File: src/smvs_pkg.sv
package smvs_pkg;

  // Fixed field widths of the stream payloads.
  localparam int unsigned SAMPLE_W  = 16;
  localparam int unsigned MEAN_W    = 16;
  localparam int unsigned VAR_OUT_W = 31;
  localparam int unsigned SD_W      = 16;

  // Result word on the master side, padded to whole bytes.
  localparam int unsigned OUT_DATA_W = 64;

  // Defaults for the top-level parameters.
  localparam int unsigned DEF_MAX_SAMPLES = 128;
  localparam int unsigned DEF_SAMPLE_BITS = 16;

endpackage

File: src/sample_mean_variance_stddev.sv
// Samples are taken one per cycle while loading; the transfer with tlast closes the set.
// After the closing transfer the shared divider (one bit per cycle) forms the mean, a sweep
// over the stored samples sums the squared deviations, the divider then forms the variance
// and the root unit its square root.
// Reset (synchronous, active high) clears the count, sum, drop flag and handshake state;
// the sample store is not cleared and only entries written in the current set are read.
module sample_mean_variance_stddev #(
  parameter int unsigned MAX_SAMPLES = smvs_pkg::DEF_MAX_SAMPLES,
  parameter int unsigned SAMPLE_BITS = smvs_pkg::DEF_SAMPLE_BITS
) (
  input  logic        clk,
  input  logic        rst,
  // Slave side: tdata = sample[15:0]; tlast = last.
  input  logic        s_tvalid,
  output logic        s_tready,
  input  logic [15:0] s_tdata,
  input  logic        s_tlast,
  // Master side: tdata = mean[15:0], variance[46:16], std_dev[62:47], zero pad[63].
  output logic        m_tvalid,
  input  logic        m_tready,
  output logic [63:0] m_tdata,
  // tuser = overflow.
  output logic        m_tuser
);

  localparam int unsigned SW =
    (SAMPLE_BITS < smvs_pkg::SAMPLE_W) ? SAMPLE_BITS : smvs_pkg::SAMPLE_W;
  localparam int unsigned CW     = $clog2(MAX_SAMPLES + 1);
  localparam int unsigned AW     = $clog2(MAX_SAMPLES);
  localparam int unsigned SUM_W  = SW + CW;
  localparam int unsigned VW     = 2 * SW;
  localparam int unsigned SQ_W   = VW + CW;

  localparam logic [CW-1:0] CNT_MAX = CW'(MAX_SAMPLES);

  // Sequencer states.
  localparam logic [3:0] S_LOAD      = 4'd0;
  localparam logic [3:0] S_MEAN_GO   = 4'd1;
  localparam logic [3:0] S_MEAN_WAIT = 4'd2;
  localparam logic [3:0] S_SWEEP     = 4'd3;
  localparam logic [3:0] S_VAR_GO    = 4'd4;
  localparam logic [3:0] S_VAR_WAIT  = 4'd5;
  localparam logic [3:0] S_SQRT_GO   = 4'd6;
  localparam logic [3:0] S_SQRT_WAIT = 4'd7;
  localparam logic [3:0] S_FINISH    = 4'd8;

  logic [3:0]       state;
  logic [3:0]       state_next;

  logic [SW-1:0]    store [MAX_SAMPLES];
  logic [CW-1:0]    count;
  logic [SUM_W-1:0] sum;
  logic             dropped;

  logic [SW-1:0]    mean;
  logic [VW-1:0]    var_q;
  logic [SQ_W-1:0]  sq;

  // Sweep pipeline: read index, issue strobe, data registers and valids.
  logic [CW-1:0]    rd_idx;
  logic             issuing;
  logic [SW-1:0]    rd_data;
  logic [SW-1:0]    dev;
  logic [VW-1:0]    dev_sq;
  logic             v1;
  logic             v2;
  logic             v3;

  logic             in_xfer;
  logic [SW-1:0]    in_sample;
  logic             out_free;

  logic             div_start;
  logic [SQ_W-1:0]  div_dividend;
  logic             div_done;
  logic [SQ_W-1:0]  div_quotient;

  logic             sqrt_start;
  logic             sqrt_done;
  logic [SW-1:0]    sqrt_root;

  logic [smvs_pkg::MEAN_W+SW-1:0]       mean_ext;
  logic [smvs_pkg::VAR_OUT_W+VW-1:0]    var_ext;
  logic [smvs_pkg::SD_W+SW-1:0]         sd_ext;

  assign s_tready  = (state == S_LOAD);
  assign in_xfer   = s_tvalid && s_tready;
  assign in_sample = s_tdata[SW-1:0];
  assign out_free  = !m_tvalid || m_tready;
  assign issuing   = (state == S_SWEEP) && (rd_idx < count);

  assign div_start    = (state == S_MEAN_GO) || (state == S_VAR_GO);
  assign div_dividend = (state == S_MEAN_GO) ? SQ_W'(sum) : sq;
  assign sqrt_start   = (state == S_SQRT_GO);

  assign mean_ext = {{smvs_pkg::MEAN_W{1'b0}}, mean};
  assign var_ext  = {{smvs_pkg::VAR_OUT_W{1'b0}}, var_q};
  assign sd_ext   = {{smvs_pkg::SD_W{1'b0}}, sqrt_root};

  smvs_div #(
    .N (SQ_W),
    .D (CW)
  ) u_div (
    .clk      (clk),
    .rst      (rst),
    .start    (div_start),
    .dividend (div_dividend),
    .divisor  (count),
    .done     (div_done),
    .quotient (div_quotient)
  );

  smvs_isqrt #(
    .W (SW)
  ) u_isqrt (
    .clk      (clk),
    .rst      (rst),
    .start    (sqrt_start),
    .radicand (var_q),
    .done     (sqrt_done),
    .root     (sqrt_root)
  );

  // Next-state logic of the sequencer.
  always_comb begin
    state_next = state;
    case (state)
      S_LOAD: begin
        if (in_xfer && s_tlast) state_next = S_MEAN_GO;
      end
      S_MEAN_GO:   state_next = S_MEAN_WAIT;
      S_MEAN_WAIT: begin
        if (div_done) state_next = S_SWEEP;
      end
      S_SWEEP: begin
        if (!issuing && !v1 && !v2 && !v3) state_next = S_VAR_GO;
      end
      S_VAR_GO:    state_next = S_VAR_WAIT;
      S_VAR_WAIT: begin
        if (div_done) state_next = S_SQRT_GO;
      end
      S_SQRT_GO:   state_next = S_SQRT_WAIT;
      S_SQRT_WAIT: begin
        if (sqrt_done) state_next = S_FINISH;
      end
      S_FINISH: begin
        if (out_free) state_next = S_LOAD;
      end
      default:     state_next = S_LOAD;
    endcase
  end

  // Control state: sequencer, set accumulators, sweep valids, output handshake.
  always_ff @(posedge clk) begin
    if (rst) begin
      state    <= S_LOAD;
      count    <= '0;
      sum      <= '0;
      dropped  <= 1'b0;
      v1       <= 1'b0;
      v2       <= 1'b0;
      v3       <= 1'b0;
      m_tvalid <= 1'b0;
    end else begin
      state <= state_next;
      v1    <= issuing;
      v2    <= v1;
      v3    <= v2;

      if (in_xfer) begin
        if (count < CNT_MAX) begin
          count <= count + 1'b1;
          sum   <= sum + SUM_W'(in_sample);
        end else begin
          dropped <= 1'b1;
        end
      end

      // Hand the result to the output register and start a fresh set.
      if (state == S_FINISH && out_free) begin
        m_tvalid <= 1'b1;
        count    <= '0;
        sum      <= '0;
        dropped  <= 1'b0;
      end else if (m_tvalid && m_tready) begin
        m_tvalid <= 1'b0;
      end
    end
  end

  // Sample store: one write port while loading, one registered read port for the sweep.
  always_ff @(posedge clk) begin
    if (in_xfer && count < CNT_MAX) store[count[AW-1:0]] <= in_sample;
    rd_data <= store[rd_idx[AW-1:0]];
  end

  // Sweep: read, absolute deviation, square, accumulate.
  always_ff @(posedge clk) begin
    if (state == S_MEAN_WAIT && div_done) begin
      mean   <= div_quotient[SW-1:0];
      rd_idx <= '0;
      sq     <= '0;
    end else begin
      if (issuing) rd_idx <= rd_idx + 1'b1;
      if (v3) sq <= sq + SQ_W'(dev_sq);
    end
    dev    <= (rd_data >= mean) ? (rd_data - mean) : (mean - rd_data);
    dev_sq <= dev * dev;
    if (state == S_VAR_WAIT && div_done) var_q <= div_quotient[VW-1:0];
  end

  // Output payload register.
  always_ff @(posedge clk) begin
    if (state == S_FINISH && out_free) begin
      m_tdata <= {1'b0,
                  sd_ext[smvs_pkg::SD_W-1:0],
                  var_ext[smvs_pkg::VAR_OUT_W-1:0],
                  mean_ext[smvs_pkg::MEAN_W-1:0]};
      m_tuser <= dropped;
    end
  end

endmodule

File: src/smvs_div.sv
// Restoring divider: one quotient bit per cycle.
module smvs_div #(
  parameter int unsigned N = 40,
  parameter int unsigned D = 8
) (
  input  logic         clk,
  input  logic         rst,
  input  logic         start,
  input  logic [N-1:0] dividend,
  input  logic [D-1:0] divisor,
  output logic         done,
  output logic [N-1:0] quotient
);

  localparam int unsigned IW = (N > 1) ? $clog2(N) : 1;

  logic [D-1:0]  rem;
  logic [IW-1:0] step;
  logic          busy;
  logic [D:0]    rem_sh;
  logic [D:0]    diff;
  logic          q_bit;

  // Shift in the next dividend bit and try to subtract the divisor.
  always_comb begin
    rem_sh = {rem, quotient[N-1]};
    diff   = rem_sh - {1'b0, divisor};
    q_bit  = (rem_sh >= {1'b0, divisor});
  end

  always_ff @(posedge clk) begin
    if (rst) begin
      busy <= 1'b0;
      done <= 1'b0;
      step <= '0;
    end else begin
      done <= 1'b0;
      if (start) begin
        busy <= 1'b1;
        step <= IW'(N - 1);
      end else if (busy) begin
        if (step == '0) begin
          busy <= 1'b0;
          done <= 1'b1;
        end else begin
          step <= step - 1'b1;
        end
      end
    end
  end

  // The quotient register holds the remaining dividend bits at its top.
  always_ff @(posedge clk) begin
    if (start) begin
      quotient <= dividend;
      rem      <= '0;
    end else if (busy) begin
      quotient <= {quotient[N-2:0], q_bit};
      rem      <= q_bit ? diff[D-1:0] : rem_sh[D-1:0];
    end
  end

endmodule

File: src/smvs_isqrt.sv
// Integer square root, one result bit per cycle.
module smvs_isqrt #(
  parameter int unsigned W = 16
) (
  input  logic           clk,
  input  logic           rst,
  input  logic           start,
  input  logic [2*W-1:0] radicand,
  output logic           done,
  output logic [W-1:0]   root
);

  localparam int unsigned IW = (W > 1) ? $clog2(W) : 1;

  logic [2*W-1:0] rad;
  logic [W:0]     rem;
  logic [IW-1:0]  step;
  logic           busy;
  logic [W+1:0]   rem_sh;
  logic [W+1:0]   trial;
  logic [W+1:0]   diff;
  logic           r_bit;

  // Bring down the next two radicand bits and test the trial divisor.
  always_comb begin
    rem_sh = {rem[W-1:0], rad[2*W-1:2*W-2]};
    trial  = {root, 2'b01};
    diff   = rem_sh - trial;
    r_bit  = (rem_sh >= trial);
  end

  always_ff @(posedge clk) begin
    if (rst) begin
      busy <= 1'b0;
      done <= 1'b0;
      step <= '0;
    end else begin
      done <= 1'b0;
      if (start) begin
        busy <= 1'b1;
        step <= IW'(W - 1);
      end else if (busy) begin
        if (step == '0) begin
          busy <= 1'b0;
          done <= 1'b1;
        end else begin
          step <= step - 1'b1;
        end
      end
    end
  end

  always_ff @(posedge clk) begin
    if (start) begin
      rad  <= radicand;
      rem  <= '0;
      root <= '0;
    end else if (busy) begin
      rad  <= {rad[2*W-3:0], 2'b00};
      rem  <= r_bit ? diff[W:0] : rem_sh[W:0];
      root <= {root[W-2:0], r_bit};
    end
  end

endmodule

File: config.mk
export PLATFORM = sky130hd
export DESIGN_NAME = sample_mean_variance_stddev
export DESIGN_NICKNAME = d
export VERILOG_FILES = /design/src/smvs_pkg.sv /design/src/sample_mean_variance_stddev.sv /design/src/smvs_div.sv /design/src/smvs_isqrt.sv
export SDC_FILE = /design/constraint.sdc
export NUM_CORES = 2
export LEC_CHECK = 0
export ABC_CLOCK_PERIOD_IN_PS = 17300
export BUFFER_PORTS_ARGS = -buffer_cell sky130_fd_sc_hd__buf_2
export CAP_MARGIN = 20
export CORE_ASPECT_RATIO = 1.1
export CORE_MARGIN = 2
export CORE_UTILIZATION = 55
export CTS_CLUSTER_SIZE = 8
export DETAILED_ROUTE_END_ITERATION = 8
export GPL_ROUTABILITY_DRIVEN = 0
export GPL_TIMING_DRIVEN = 0
export PLACE_DENSITY = 0.71
export SLEW_MARGIN = 15
export SYNTH_ARGS = -nofsm -noshare
export SYNTH_HDL_FRONTEND = slang
export SYNTH_SLANG_ARGS = --single-unit
File: constraint.sdc
create_clock -name clk -period 17.3 [get_ports clk]
set_input_delay 2.595 -clock clk [delete_from_list [all_inputs] [get_ports clk]]
set_output_delay 2.595 -clock clk [all_outputs]
set_load 0.02 [all_outputs]
==> run_results.csv <==
group,metric,value,unit
floorplanning,fp.dieW,418,um
synth,synth_cells,5751,
routing,ant_nets,0,
timing,report.final.slew_viol_count,0,
synth,syn-cell-area,104000,sq um
timing,hold_viol,0,
critical_path,cp_cell_sequence,"clkbuf_1 > clkbuf_1 > nand2_1 > fa_1 > inv_1 > fa_1 > fa_1 > fa_1 > fa_1 > inv_1 > fa_1 > inv_1 > ha_1 > nand2_1 > nor3_1 > nand3_1 > o21ai_0 > a31oi_1 > o21bai_1 > a211oi_1 > nor3_1 > xor2_1",
critical_path,startpoint,"dev[4]",
cells_and_area,fillerInstances,12600,
cts,postCtsSetupBuffers,0,
timing,timing.setup.tns,0,ns
critical_path,cp_common_cell,"fa_1",
synth,ys_seq_elements,2438,
cts,path_clk_slew,0.05,ns
cts,clockBufferDepth,4,
grt,grt_max_degree,98,
critical_path,rr_worst_depth,22,
critical_path,critical_path_required,18.11,ns
cells_and_area,area_growth_syn_to_layout,15.2,%
synth,synth-seq-area-share,68.5,%
timing,post-route-min-period,7.23,ns
timing,period_share,41.8,%
routing,dr.pass1.iters,5,
synth,synth_ff_type,"edfxtp_1",
routing,post_drt_wl_per_cell,30.3,um
synth,synth_cell_type_count,73,
grt,grt_pass1_vias,57100,
synth,syn-num-nets,6154,
cts,cts_root_buf,"clkbuf_16",
critical_path,end_kind,"flop",
cts,clk_latency,0.98,ns
grt,grt_util_all_layers,28.3,%
synth,yosys_warnings,0,
critical_path,critical_path_buf_inv_count,5,
routing,drtIter0Drc,7252,
critical_path,r2r_start,"dev[4]",
floorplanning,dieHeight,460,um
cts,ctsHtreeMaxLevel,5,
timing,max-slew-margin-rel,14.1,%
routing,drt-total-wl,269,mm
timing,worst_pin_slew,1.29,ns
run,maxCapViolCount,0,
routing,vias_per_cell,6.40,
cts,cts-resized-gates,0,
placement,hpwl,179,mm
floorplanning,num_rows,167,
critical_path,rrSetupSlack,10.07,ns
floorplanning,core,188000,sq um
critical_path,rr_endpoint,"dev_sq[30]",
critical_path,crit_cells,22,
timing,rsz0062_at_grt,"false",
cts,clock-sinks,2438,
critical_path,setup.worst_path.end,"dev_sq[30]",
synth,synthArstFlopShare,0,%
worst_hold_path,hold_path_class,"flop to flop",
status,status,"complete, no violations",
critical_path,crit_slowest_cell,"fa_1",
cells_and_area,final_common_cell,"edfxtp_1",
grt,overflow,0,
cells_and_area,drive_gt1_share,23.9,%
timing,fin_skew,0.0954,ns
placement,port_buffers,86,
critical_path,arrival,8.04,ns
cts,numCtsBuffers,356,
floorplanning,start_util,55.2,%
cells_and_area,final_cell_mix,"2232 x edfxtp_1, 670 x mux4_2, 392 x nand2_1",
critical_path,cp-start-kind,"flop",
critical_path,slowest_delay,0.54,ns
cts,tritoncts,"built",
grt,antenna_found_initial,18,
grt,grt_pass1_wl,392,mm
critical_path,path_class,"flop to flop",
floorplanning,io_pins,88,
timing,max_freq,138,MHz
timing,setup_viol,0,
critical_path,path_delay_family,"adder cells",
routing,drc,0,
critical_path,path_max_fanout,10,
synth,synth-edff-count,2232,
cells_and_area,final_nets,6757,
synth,synth.avg_cell_area,18.1,sq um
floorplanning,dieArea,192000,sq um
cts,hold_buffers,0,
routing,dr_total_vias,57000,
registers in the layout (all words and copies together) (netlist names), 4 cells and up:
register and flops:
count 8, dev 16, dev_sq 31, m_tdata 63, mean 16, rd_data 16, rd_idx 8, sq 40
state 4, store 2048, sum 24, u_div.quotient 40, u_div.rem 8, u_div.step 6, u_isqrt.rad 32, u_isqrt.rem 16
u_isqrt.root 16, u_isqrt.step 4, var_q 32
cells by family (layout without fill, tap and decap cells):
| kind of cell | count (synthesis) | count (layout) | share of synthesized area, % |
|---|---|---|---|
| other cells | 1 | 7 | 0.00361 |
| compound gates | 457 | 457 | 2.71 |
| fa+ha+maj | 382 | 382 | 5.80 |
| xor+xnor | 125 | 125 | 1.05 |
| simple gates | 974 | 974 | 4.18 |
| flops | 2438 | 2438 | 68.5 |
| buf+inv | 605 | 1298 | 2.28 |
| mux | 769 | 769 | 15.5 |
synthesized netlist by cell type (all sizes together) (93+ instances only):
| cell type | number | share of area (%) |
|---|---|---|
| ha | 216 | 2.6 |
| nand2 | 392 | 1.4 |
| mux2i | 93 | 0.90 |
| dfxtp | 206 | 4.0 |
| fa | 166 | 3.2 |
| a21oi | 161 | 0.78 |
| mux4 | 670 | 15 |
| inv | 338 | 1.2 |
| edfxtp | 2232 | 65 |
| clkbuf | 184 | 0.66 |
| o21ai | 118 | 0.57 |
| nor2 | 293 | 1.1 |
per-stage QoR:
step | setup WS [ns] | util (%) | std cells | hold slack (ns) | area [sq um]
2_1_floorplan | 10.44 | - | 5751 | 0.404 | 104000
3_3_place_gp | 8.74 | 57.1 | 8287 | 0.438 | 107000
3_5_place_dp | 10.13 | 58.6 | 8444 | 0.436 | 110000
4_1_cts | 10.07 | 63.6 | 8892 | 0.452 | 120000
5_1_grt | 9.57 | 63.6 | 8897 | 0.465 | 120000
6_report | 10.07 | 63.6 | 8900 | 0.451 | 120000
worst min-delay path by stage:
stage | start | endpoint | slack, ns | cells past startpoint
detailed placement | var_q[13] | m_tdata[29] | 0.44 | 0
CTS | u_div.quotient[17] | var_q[17] | 0.45 | 0
global route | var_q[13] | m_tdata[29] | 0.46 | 0
global placement | var_q[13] | m_tdata[29] | 0.44 | 0
floorplan | dev[0] | dev_sq[0] | 0.40 | 0
finish | u_div.quotient[17] | var_q[17] | 0.45 | 0
routing by layer:
layer / global-route usage (%) / part of all wire [%] / vias up / wire length [um]
li1: - / - / 23500 / -
met1: 37.4 / 37 / 29500 / 98500
met2: 45.8 / 49 / 3339 / 132000
met3: 6.94 / 10 / 577 / 27300
met4: 11.0 / 4.2 / 10 / 11300
met5: 0 / 0.023 / - / 63
area by class of cell:
class	count	area [sq um]	area share, %
Clock buffer	434	9300	7.77
Sequential cell	2438	71100	59.5
Tap cell	2450	3070	2.56
Multi-Input combinational cell	2708	30700	25.7
Clock inverter	14	144	0.120
Timing Repair Buffer	245	2850	2.38
Inverter	339	1270	1.06
Buffer	266	1120	0.940
Antenna cell	6	15.0	0.0126
Power is left out: the tool's default activity adds up to more than one toggle a clock period on the data nets, which glitch-free logic cannot reach.
